===== src/rtl/dvrt_pkg.sv =====
// Package for the distance-vector route table: constants, codes and types.
// No dependencies.
`default_nettype none
package dvrt_pkg;
  localparam int DEFAULT_DEPTH = 16;

  localparam logic [7:0]  INFTY_RESET     = 8'd16;
  localparam logic [15:0] TIMEOUT_RESET   = 16'd5;
  localparam logic [15:0] TOLARANCE_RESET = 16'd3;

  typedef enum logic [1:0] {
    KIND_ADV   = 2'd0,
    KIND_TOUCH = 2'd1,
    KIND_TICK  = 2'd2,
    KIND_DUMP  = 2'd3
  } kind_t;

  typedef enum logic [2:0] {
    ST_DONE    = 3'd0,
    ST_INSERT  = 3'd1,
    ST_FULL    = 3'd2,
    ST_ENTRY   = 3'd3,
    ST_EMPTY   = 3'd4
  } status_t;

  typedef enum logic [1:0] {
    REG_INFTY     = 2'd0,
    REG_TIMEOUT   = 2'd1,
    REG_TOLARANCE = 2'd2
  } reg_idx_t;

  typedef enum logic [2:0] {
    FSM_IDLE,
    FSM_SEARCH,
    FSM_APPLY,
    FSM_DUMP,
    FSM_SINGLE
  } fsm_t;

  // One route entry as held in a cell.
  typedef struct packed {
    logic        valid;
    logic [31:0] ip;
    logic [5:0]  prefix;
    logic [7:0]  distance;
    logic [31:0] hop;
    logic        direct;
    logic [31:0] refresh;
  } entry_t;

  // Command from the controller to every cell.
  typedef struct packed {
    logic        shift;
    logic        tick;
    logic [31:0] round;
    logic [7:0]  infty;
    logic [15:0] timeout;
    logic [15:0] tolerance;
  } cell_cmd_t;
endpackage
`default_nettype wire


===== src/rtl/dvrt_ctrl.sv =====
// Controller: rotates the cell ring, locates matches and free slots, applies
// updates at the ring head and emits results. Uses dvrt_pkg.
`default_nettype none
module dvrt_ctrl #(
  parameter int TABLE_DEPTH = dvrt_pkg::DEFAULT_DEPTH
) (
  input  wire logic               clk,
  input  wire logic               rst_n,
  input  wire logic               in_valid,
  output logic                    in_ready,
  input  wire logic [1:0]         in_kind,
  input  wire logic [31:0]        in_net_ip,
  input  wire logic [5:0]         in_prefix_len,
  input  wire logic [7:0]         in_given_distance,
  input  wire logic [31:0]        in_via_hop,
  input  wire logic [7:0]         in_link_cost,
  input  wire logic               cfg_we,
  input  wire logic [1:0]         cfg_idx,
  input  wire logic [15:0]        cfg_wdata,
  output logic                    out_valid,
  input  wire logic               out_ready,
  output logic [2:0]              out_status,
  output logic [31:0]             out_ip,
  output logic [5:0]              out_prefix,
  output logic [7:0]              out_distance,
  output logic [31:0]             out_next_hop,
  output logic                    out_direct,
  output logic                    out_last,
  output dvrt_pkg::cell_cmd_t     cmd,
  input  wire dvrt_pkg::entry_t   head,
  output dvrt_pkg::entry_t        head_mod
);
  import dvrt_pkg::*;
  localparam int IW = $clog2(TABLE_DEPTH);
  localparam int CW = $clog2(TABLE_DEPTH + 1);

  fsm_t st_r, st_nxt;
  logic [CW-1:0] cnt_r, cnt_nxt;
  logic [1:0]  kind_r;
  logic [31:0] ip_r, hop_r;
  logic [5:0]  pfx_r;
  logic [7:0]  given_r, nd_r;
  logic [7:0]  infty_r;
  logic [15:0] timeout_r, tol_r;
  logic [31:0] round_r;
  logic        found_r, free_r, fnd_nxt, fre_nxt;
  logic [IW-1:0] fidx_r, freeidx_r, fidx_nxt, freeidx_nxt;
  logic        ov_r;
  logic [2:0]  ost_r;
  logic [31:0] oip_r, ohop_r;
  logic [5:0]  opfx_r;
  logic [7:0]  odist_r;
  logic        odir_r, olast_r;
  logic [8:0]  sum;
  logic [7:0]  nd_c;
  logic        hit, cur, shift, out_free;
  logic [IW-1:0] pos;
  logic [2:0]  single_st;
  logic        pend_r;
  entry_t      pend_e_r;
  logic        dump_step, dump_end, dump_take, dump_emit, single_emit;

  assign out_free = !ov_r || out_ready;
  assign in_ready = (st_r == FSM_IDLE);
  assign sum  = {1'b0, in_given_distance} + {1'b0, in_link_cost};
  assign nd_c = (sum > {1'b0, infty_r}) ? infty_r : sum[7:0];
  assign pos  = cnt_r[IW-1:0];
  assign hit  = head.valid && head.ip == ip_r && head.prefix == pfx_r;
  assign cur  = found_r ? (pos == fidx_r) : (pos == freeidx_r);

  assign dump_step   = (st_r == FSM_DUMP) && out_free;
  assign dump_end    = (cnt_r == CW'(TABLE_DEPTH));
  assign dump_take   = dump_step && !dump_end && head.valid;
  assign dump_emit   = dump_step && (dump_end || (head.valid && pend_r));
  assign single_emit = (st_r == FSM_SINGLE) && out_free;

  always_comb begin
    st_nxt = st_r;
    cnt_nxt = cnt_r;
    fnd_nxt = found_r;
    fre_nxt = free_r;
    fidx_nxt = fidx_r;
    freeidx_nxt = freeidx_r;
    case (st_r)
      FSM_IDLE: begin
        if (in_valid) begin
          cnt_nxt = '0;
          fnd_nxt = 1'b0;
          fre_nxt = 1'b0;
          case (kind_t'(in_kind))
            KIND_TICK: st_nxt = FSM_APPLY;
            KIND_DUMP: st_nxt = FSM_DUMP;
            default:   st_nxt = FSM_SEARCH;
          endcase
        end
      end
      FSM_SEARCH: begin
        if (hit && !found_r) begin
          fnd_nxt = 1'b1;
          fidx_nxt = pos;
        end
        if (!head.valid && !free_r) begin
          fre_nxt = 1'b1;
          freeidx_nxt = pos;
        end
        cnt_nxt = cnt_r + 1'b1;
        if (cnt_r == CW'(TABLE_DEPTH - 1)) begin
          cnt_nxt = '0;
          st_nxt = FSM_APPLY;
        end
      end
      FSM_APPLY: begin
        cnt_nxt = cnt_r + 1'b1;
        if (cnt_r == CW'(TABLE_DEPTH - 1)) st_nxt = FSM_SINGLE;
      end
      FSM_DUMP: begin
        if (out_free) begin
          if (dump_end) st_nxt = FSM_IDLE;
          else cnt_nxt = cnt_r + 1'b1;
        end
      end
      FSM_SINGLE: begin
        if (out_free) st_nxt = FSM_IDLE;
      end
      default: st_nxt = FSM_IDLE;
    endcase
  end

  always_comb begin
    shift = 1'b0;
    head_mod = head;
    single_st = ST_DONE;
    case (st_r)
      FSM_SEARCH: shift = 1'b1;
      FSM_APPLY: begin
        shift = 1'b1;
        if (kind_r == KIND_ADV) begin
          if (found_r && cur) begin
            if (!head.direct && head.hop == hop_r) begin
              head_mod.distance = nd_r;
              if (nd_r < infty_r) head_mod.refresh = round_r;
            end else if (nd_r < head.distance) begin
              head_mod.distance = nd_r;
              head_mod.hop = hop_r;
              head_mod.direct = 1'b0;
              head_mod.refresh = round_r;
            end
          end else if (!found_r && free_r && cur && given_r < infty_r) begin
            head_mod = '{1'b1, ip_r, pfx_r, nd_r, hop_r, 1'b0, round_r};
          end
        end else if (kind_r == KIND_TOUCH) begin
          if (found_r && cur) begin
            head_mod.refresh = round_r;
            head_mod.distance = given_r;
            head_mod.direct = 1'b1;
            head_mod.hop = '0;
          end else if (!found_r && free_r && cur) begin
            head_mod = '{1'b1, ip_r, pfx_r, given_r, 32'd0, 1'b1, round_r};
          end
        end
      end
      FSM_DUMP: shift = out_free && !dump_end;
      default: shift = 1'b0;
    endcase
    if (kind_r == KIND_ADV && !found_r) begin
      if (given_r >= infty_r) single_st = ST_DONE;
      else single_st = free_r ? ST_INSERT : ST_FULL;
    end else if (kind_r == KIND_TOUCH && !found_r) begin
      single_st = free_r ? ST_INSERT : ST_FULL;
    end
    cmd.shift = shift;
    cmd.tick = (st_r == FSM_APPLY) && (kind_r == KIND_TICK);
    cmd.round = round_r;
    cmd.infty = infty_r;
    cmd.timeout = timeout_r;
    cmd.tolerance = tol_r;
  end

  always_ff @(posedge clk) begin
    if (!rst_n) begin
      st_r <= FSM_IDLE;
      cnt_r <= '0;
      found_r <= 1'b0;
      free_r <= 1'b0;
      infty_r <= INFTY_RESET;
      timeout_r <= TIMEOUT_RESET;
      tol_r <= TOLARANCE_RESET;
      round_r <= '0;
      ov_r <= 1'b0;
      pend_r <= 1'b0;
    end else begin
      st_r <= st_nxt;
      cnt_r <= cnt_nxt;
      found_r <= fnd_nxt;
      free_r <= fre_nxt;
      if (cfg_we) begin
        case (reg_idx_t'(cfg_idx))
          REG_INFTY:     infty_r <= cfg_wdata[7:0];
          REG_TIMEOUT:   timeout_r <= cfg_wdata;
          REG_TOLARANCE: tol_r <= cfg_wdata;
          default: ;
        endcase
      end
      if (single_emit || dump_emit) ov_r <= 1'b1;
      else if (out_ready) ov_r <= 1'b0;
      if (single_emit && kind_r == KIND_TICK) round_r <= round_r + 1'b1;
      if (st_r == FSM_IDLE) pend_r <= 1'b0;
      else if (dump_take) pend_r <= 1'b1;
    end
  end

  // A dump holds back the latest valid entry until the next valid slot or
  // the end of the pass shows whether it is the final one.
  always_ff @(posedge clk) begin
    fidx_r <= fidx_nxt;
    freeidx_r <= freeidx_nxt;
    if (st_r == FSM_IDLE && in_valid) begin
      kind_r <= in_kind;
      ip_r <= in_net_ip;
      pfx_r <= in_prefix_len;
      given_r <= in_given_distance;
      hop_r <= in_via_hop;
      nd_r <= nd_c;
    end
    if (dump_take) pend_e_r <= head;
    if (single_emit) begin
      ost_r <= single_st;
      {oip_r, opfx_r, odist_r, ohop_r, odir_r} <= '0;
      olast_r <= 1'b1;
    end else if (dump_emit) begin
      if (!pend_r) begin
        ost_r <= ST_EMPTY;
        {oip_r, opfx_r, odist_r, ohop_r, odir_r} <= '0;
        olast_r <= 1'b1;
      end else begin
        ost_r <= ST_ENTRY;
        oip_r <= pend_e_r.ip;
        opfx_r <= pend_e_r.prefix;
        odist_r <= pend_e_r.distance;
        ohop_r <= pend_e_r.direct ? 32'd0 : pend_e_r.hop;
        odir_r <= pend_e_r.direct;
        olast_r <= dump_end;
      end
    end
  end

  assign out_valid    = ov_r;
  assign out_status   = ost_r;
  assign out_ip       = oip_r;
  assign out_prefix   = opfx_r;
  assign out_distance = odist_r;
  assign out_next_hop = ohop_r;
  assign out_direct   = odir_r;
  assign out_last     = olast_r;
endmodule
`default_nettype wire


===== config.mk =====
export PLATFORM = sky130hd
export DESIGN_NAME = dvrt_ctrl
export DESIGN_NICKNAME = d
export VERILOG_FILES = /design/src/rtl/dvrt_pkg.sv /design/src/rtl/dvrt_ctrl.sv
export SDC_FILE = /design/constraint.sdc
export NUM_CORES = 1
export LEC_CHECK = 0
export ABC_AREA = 1
export BUFFER_PORTS_ARGS = -buffer_cell sky130_fd_sc_hd__buf_2
export CORE_AREA = 2 2 192 194
export CTS_CLUSTER_DIAMETER = 150
export DETAILED_ROUTE_END_ITERATION = 12
export DIE_AREA = 0 0 194 196
export HOLD_SLACK_MARGIN = 0.1
export MAX_ROUTING_LAYER = met4
export PLACE_DENSITY = 0.82
export SYNTH_ARGS = -nofsm -noshare
export SYNTH_HDL_FRONTEND = slang
export SYNTH_SLANG_ARGS = --single-unit
export TNS_END_PERCENT = 1

===== constraint.sdc =====
create_clock -name clk -period 13.51 [get_ports clk]
set_clock_uncertainty 0.15 [all_clocks]
set_input_delay 2.702 -clock clk [delete_from_list [all_inputs] [get_ports clk]]
set_output_delay 2.702 -clock clk [all_outputs]
set_load 0.02 [all_outputs]

==> results.cfg <==
[timing]
tns_ns = 0
relSlewSlack_pct = 18.44
timing.final.ws_setup_ns = 3.581
hold_viol = 0
drv_slew = 0
worst_pin_slew_ns = 1.220
rsz0062_at_grt = no
timing.final.crit_period_ns = 9.929
setup_viol = 0
finalCritPeriodShare_pct = 73.49
hold_slack_ns = 0.3126
max_freq_mhz = 100.7

[global_route]
overflow = 0
grt_use_met1_pct = 43.27
grt_use_met2_pct = 57.18
grt_pass1_vias = 19400
antenna_found_initial = 10
grt_pass1_wl_mm = 104.3
grt_max_degree = 84
gr-max-usage-layer = met2
track_usage_pct = 35.12
met3_usage_pct = 5.106

[die]
io_pins = 494
rows = 70
start_util_pct = 54.50
die-area_mm2 = 0.03802
die_w_um = 194
die_y_um = 196
core_mm2 = 0.03608

[cts]
cts_sinks = 342
numCtsBuffers = 38
postCtsHoldBufs = 0
postCtsSetupRepairBufs = 0
clk_pin_slew_ns = 0.06
cts_root_buf = clkbuf_16
post_cts_resized = 0
clock_latency_ns = 0.55
htreeDepth = 2
cts_buffer_depth = 3
cts_tree = built

[placed_design]
dp_hpwl_mm = 47.41
portBuffers = 493
place_inst = 3598
dp_slack_ns = 3.643
place.gp.congestion = 0.9638
placed_area_mm2 = 0.02231

[synthesis]
synth-edff-count = 178
yosys_warnings = 0
ys_async_sr_fraction_pct = 0
yosysTopAreaCell = edfxtp_1
synth-seq-cells = 342
synth_area_mm2 = 0.01967
avgSynthCellArea_um2 = 7.117
ys.flop_type = edfxtp_1
synthTopCellsByArea = edfxtp_1 (27%), dfxtp_1 (17%), nand2_1 (16%)
synth_cell_type_count = 54
yosysSeqAreaShare_pct = 43.88
syn_inst = 2763
syn_nets = 3030
synth.top_cell.area_share_pct = 27.18

[power]
p_per_area_mw_per_mm2 = 165.5
power.total_mw = 3.913
leakagePower_nw = 11.14
vdd_drop_max_uv = 175.1

[worst_setup_path]
path_max_fanout = 40
startpoint_type = input pin
worstPathRequired_ns = 10.66
path_cells = buf_2 > inv_1 > ha_1 > nand2_1 > inv_1 > nand2_1 > nand2_1 > nand2_1 > nand2_1 > buf_4 > nor2_4 > nand2_1 > nand2_4 > nand2_4 > nand2_1 > nand3_1 > nand2_1 > buf_2
path_class = input pin to primary output
arrival_ns = 7.08
slowest_delay_ns = 0.89
slowest_stage = nand2_1
cp-end-kind = primary output
worst_path_most_repeated_cell = nand2_1

[run_status]
status = finished, final reports clean

[job]
max_cap_viol_count = 0

[finish]
area_delta_synth_final_pct = 20.21
fillCellCount = 3193
finalNonFillerCells = 3680
final_util_pct = 65.51
final_design_area_no_fill_mm2 = 0.02364
drive_gt1_share_pct = 19.81
nets = 3437

[routing]
vias_per_cell = 5.649
drc_errors = 0
routed_wl_mm = 67.08
drt_first_pass_iters = 8
wl_per_cell_um = 18.23
drt_iter0_markers = 1893
detail-route-antenna-nets = 0
vias = 20790

[hold_path]
min_path_type = register to register
synthesized netlist by cell type, types with 4 or more instances:
cell      count
nand2_2       9
nor3_1       28
nor2_4        4
nor2_2        6
clkbuf_1    113
a21oi_1     109
buf_1         6
nor2_1      282
o21ai_1       7
xnor2_1      15
nand4_1      24
dfxtp_1     164
edfxtp_1    178
xor2_1       17
o22ai_1       7
inv_1       254
nand2_1     850
a211oi_1      7
o21ai_0     179
buf_2        23
inv_2         5
nand3_1     374
ha_1         43
nand3_2      12
registers in the layout (all words and copies together), names as in the netlist, 16 cells and up:
| register | cells |
|---|---|
| tol_r | 16 |
| round_r | 32 |
| ip_r | 32 |
| timeout_r | 16 |
| pend_e_r | 79 |
| out_ip | 32 |
| out_next_hop | 32 |
| hop_r | 32 |
placed cells by master (no fill, tap or decap), drive strengths merged, types with 2 or more instances in the layout:
cell | netlist | layout
a211oi | 7 | 7
a21oi | 110 | 110
a221oi | 2 | 2
a31oi | 3 | 3
buf | 35 | 515
bufinv | 0 | 2
clkbuf | 113 | 53
clkinv | 2 | 15
dfxtp | 164 | 164
diode | 0 | 12
edfxtp | 178 | 178
ha | 43 | 43
inv | 260 | 262
nand2 | 861 | 861
nand3 | 387 | 387
nand4 | 24 | 24
nor2 | 294 | 294
nor3 | 29 | 29
nor3b | 4 | 4
nor4 | 3 | 3
o211ai | 3 | 3
o21a | 2 | 2
o21ai | 186 | 186
o21bai | 3 | 3
o22ai | 7 | 7
o31ai | 2 | 2
xnor2 | 15 | 15
xor2 | 17 | 17
worst paths after layout:
| kind | from | to | slack (ns) | depth (start not counted) |
|---|---|---|---|---|
| max | head[68] | head_mod[33] | 3.58 | 18 |
| min | timeout_r[2]$_SDFFE_PN1P_ | timeout_r[2]$_SDFFE_PN1P_ | 0.31 | 2 |
| max reg2reg | pend_r$_SDFFE_PP0P_ | out_next_hop[11]$_SDFFE_PP0P_ | 10.06 | 6 |
| min reg2reg | timeout_r[2]$_SDFFE_PN1P_ | timeout_r[2]$_SDFFE_PN1P_ | 0.31 | 2 |
kinds of logic (layout without fill, tap and decap cells):
kind of cell	after synthesis	count (layout)	synth area share, %
adders and majority gates	44	44	2.838
xor gates and xnor gates	32	32	1.425
other	0	12	0
and+or+nand+nor	1604	1604	34.72
AOI/OAI and AO/OA	331	331	8.888
DFF	342	342	43.88
buffers and inverters	410	847	8.252
layer usage:
layer	wire (µm)	vias up
li1	-	9856
met4	3110	0
met2	31730	1186
met5	0	-
met3	6268	233
met1	25970	9514
layout make-up:
type | instances | area [µm²] | share of cell area, %
Multi-Input combinational cell | 2011 | 9473 | 40.07
Clock buffer | 53 | 1120 | 4.737
Clock inverter | 17 | 178.9 | 0.7569
Inverter | 262 | 989.7 | 4.187
Tap cell | 468 | 585.6 | 2.477
Antenna cell | 12 | 30.03 | 0.1270
Timing Repair Buffer | 515 | 2633 | 11.14
Sequential cell | 342 | 8630 | 36.51
power by group:
part	switching (mW)	internal (mW)	total, mW	leakage, nW
sequential	0.125	1.33	1.45	3.00
combinational	0.975	0.419	1.39	7.50
clock	0.443	0.625	1.07	0.645
critical path: cells and delay by family:
family,cells,cell delay (ns)
simple gates,12,3.18
buf+inv,5,0.82
fa+ha+maj,1,0.30
No activity file was read; power rests on OpenSTA's default activity.
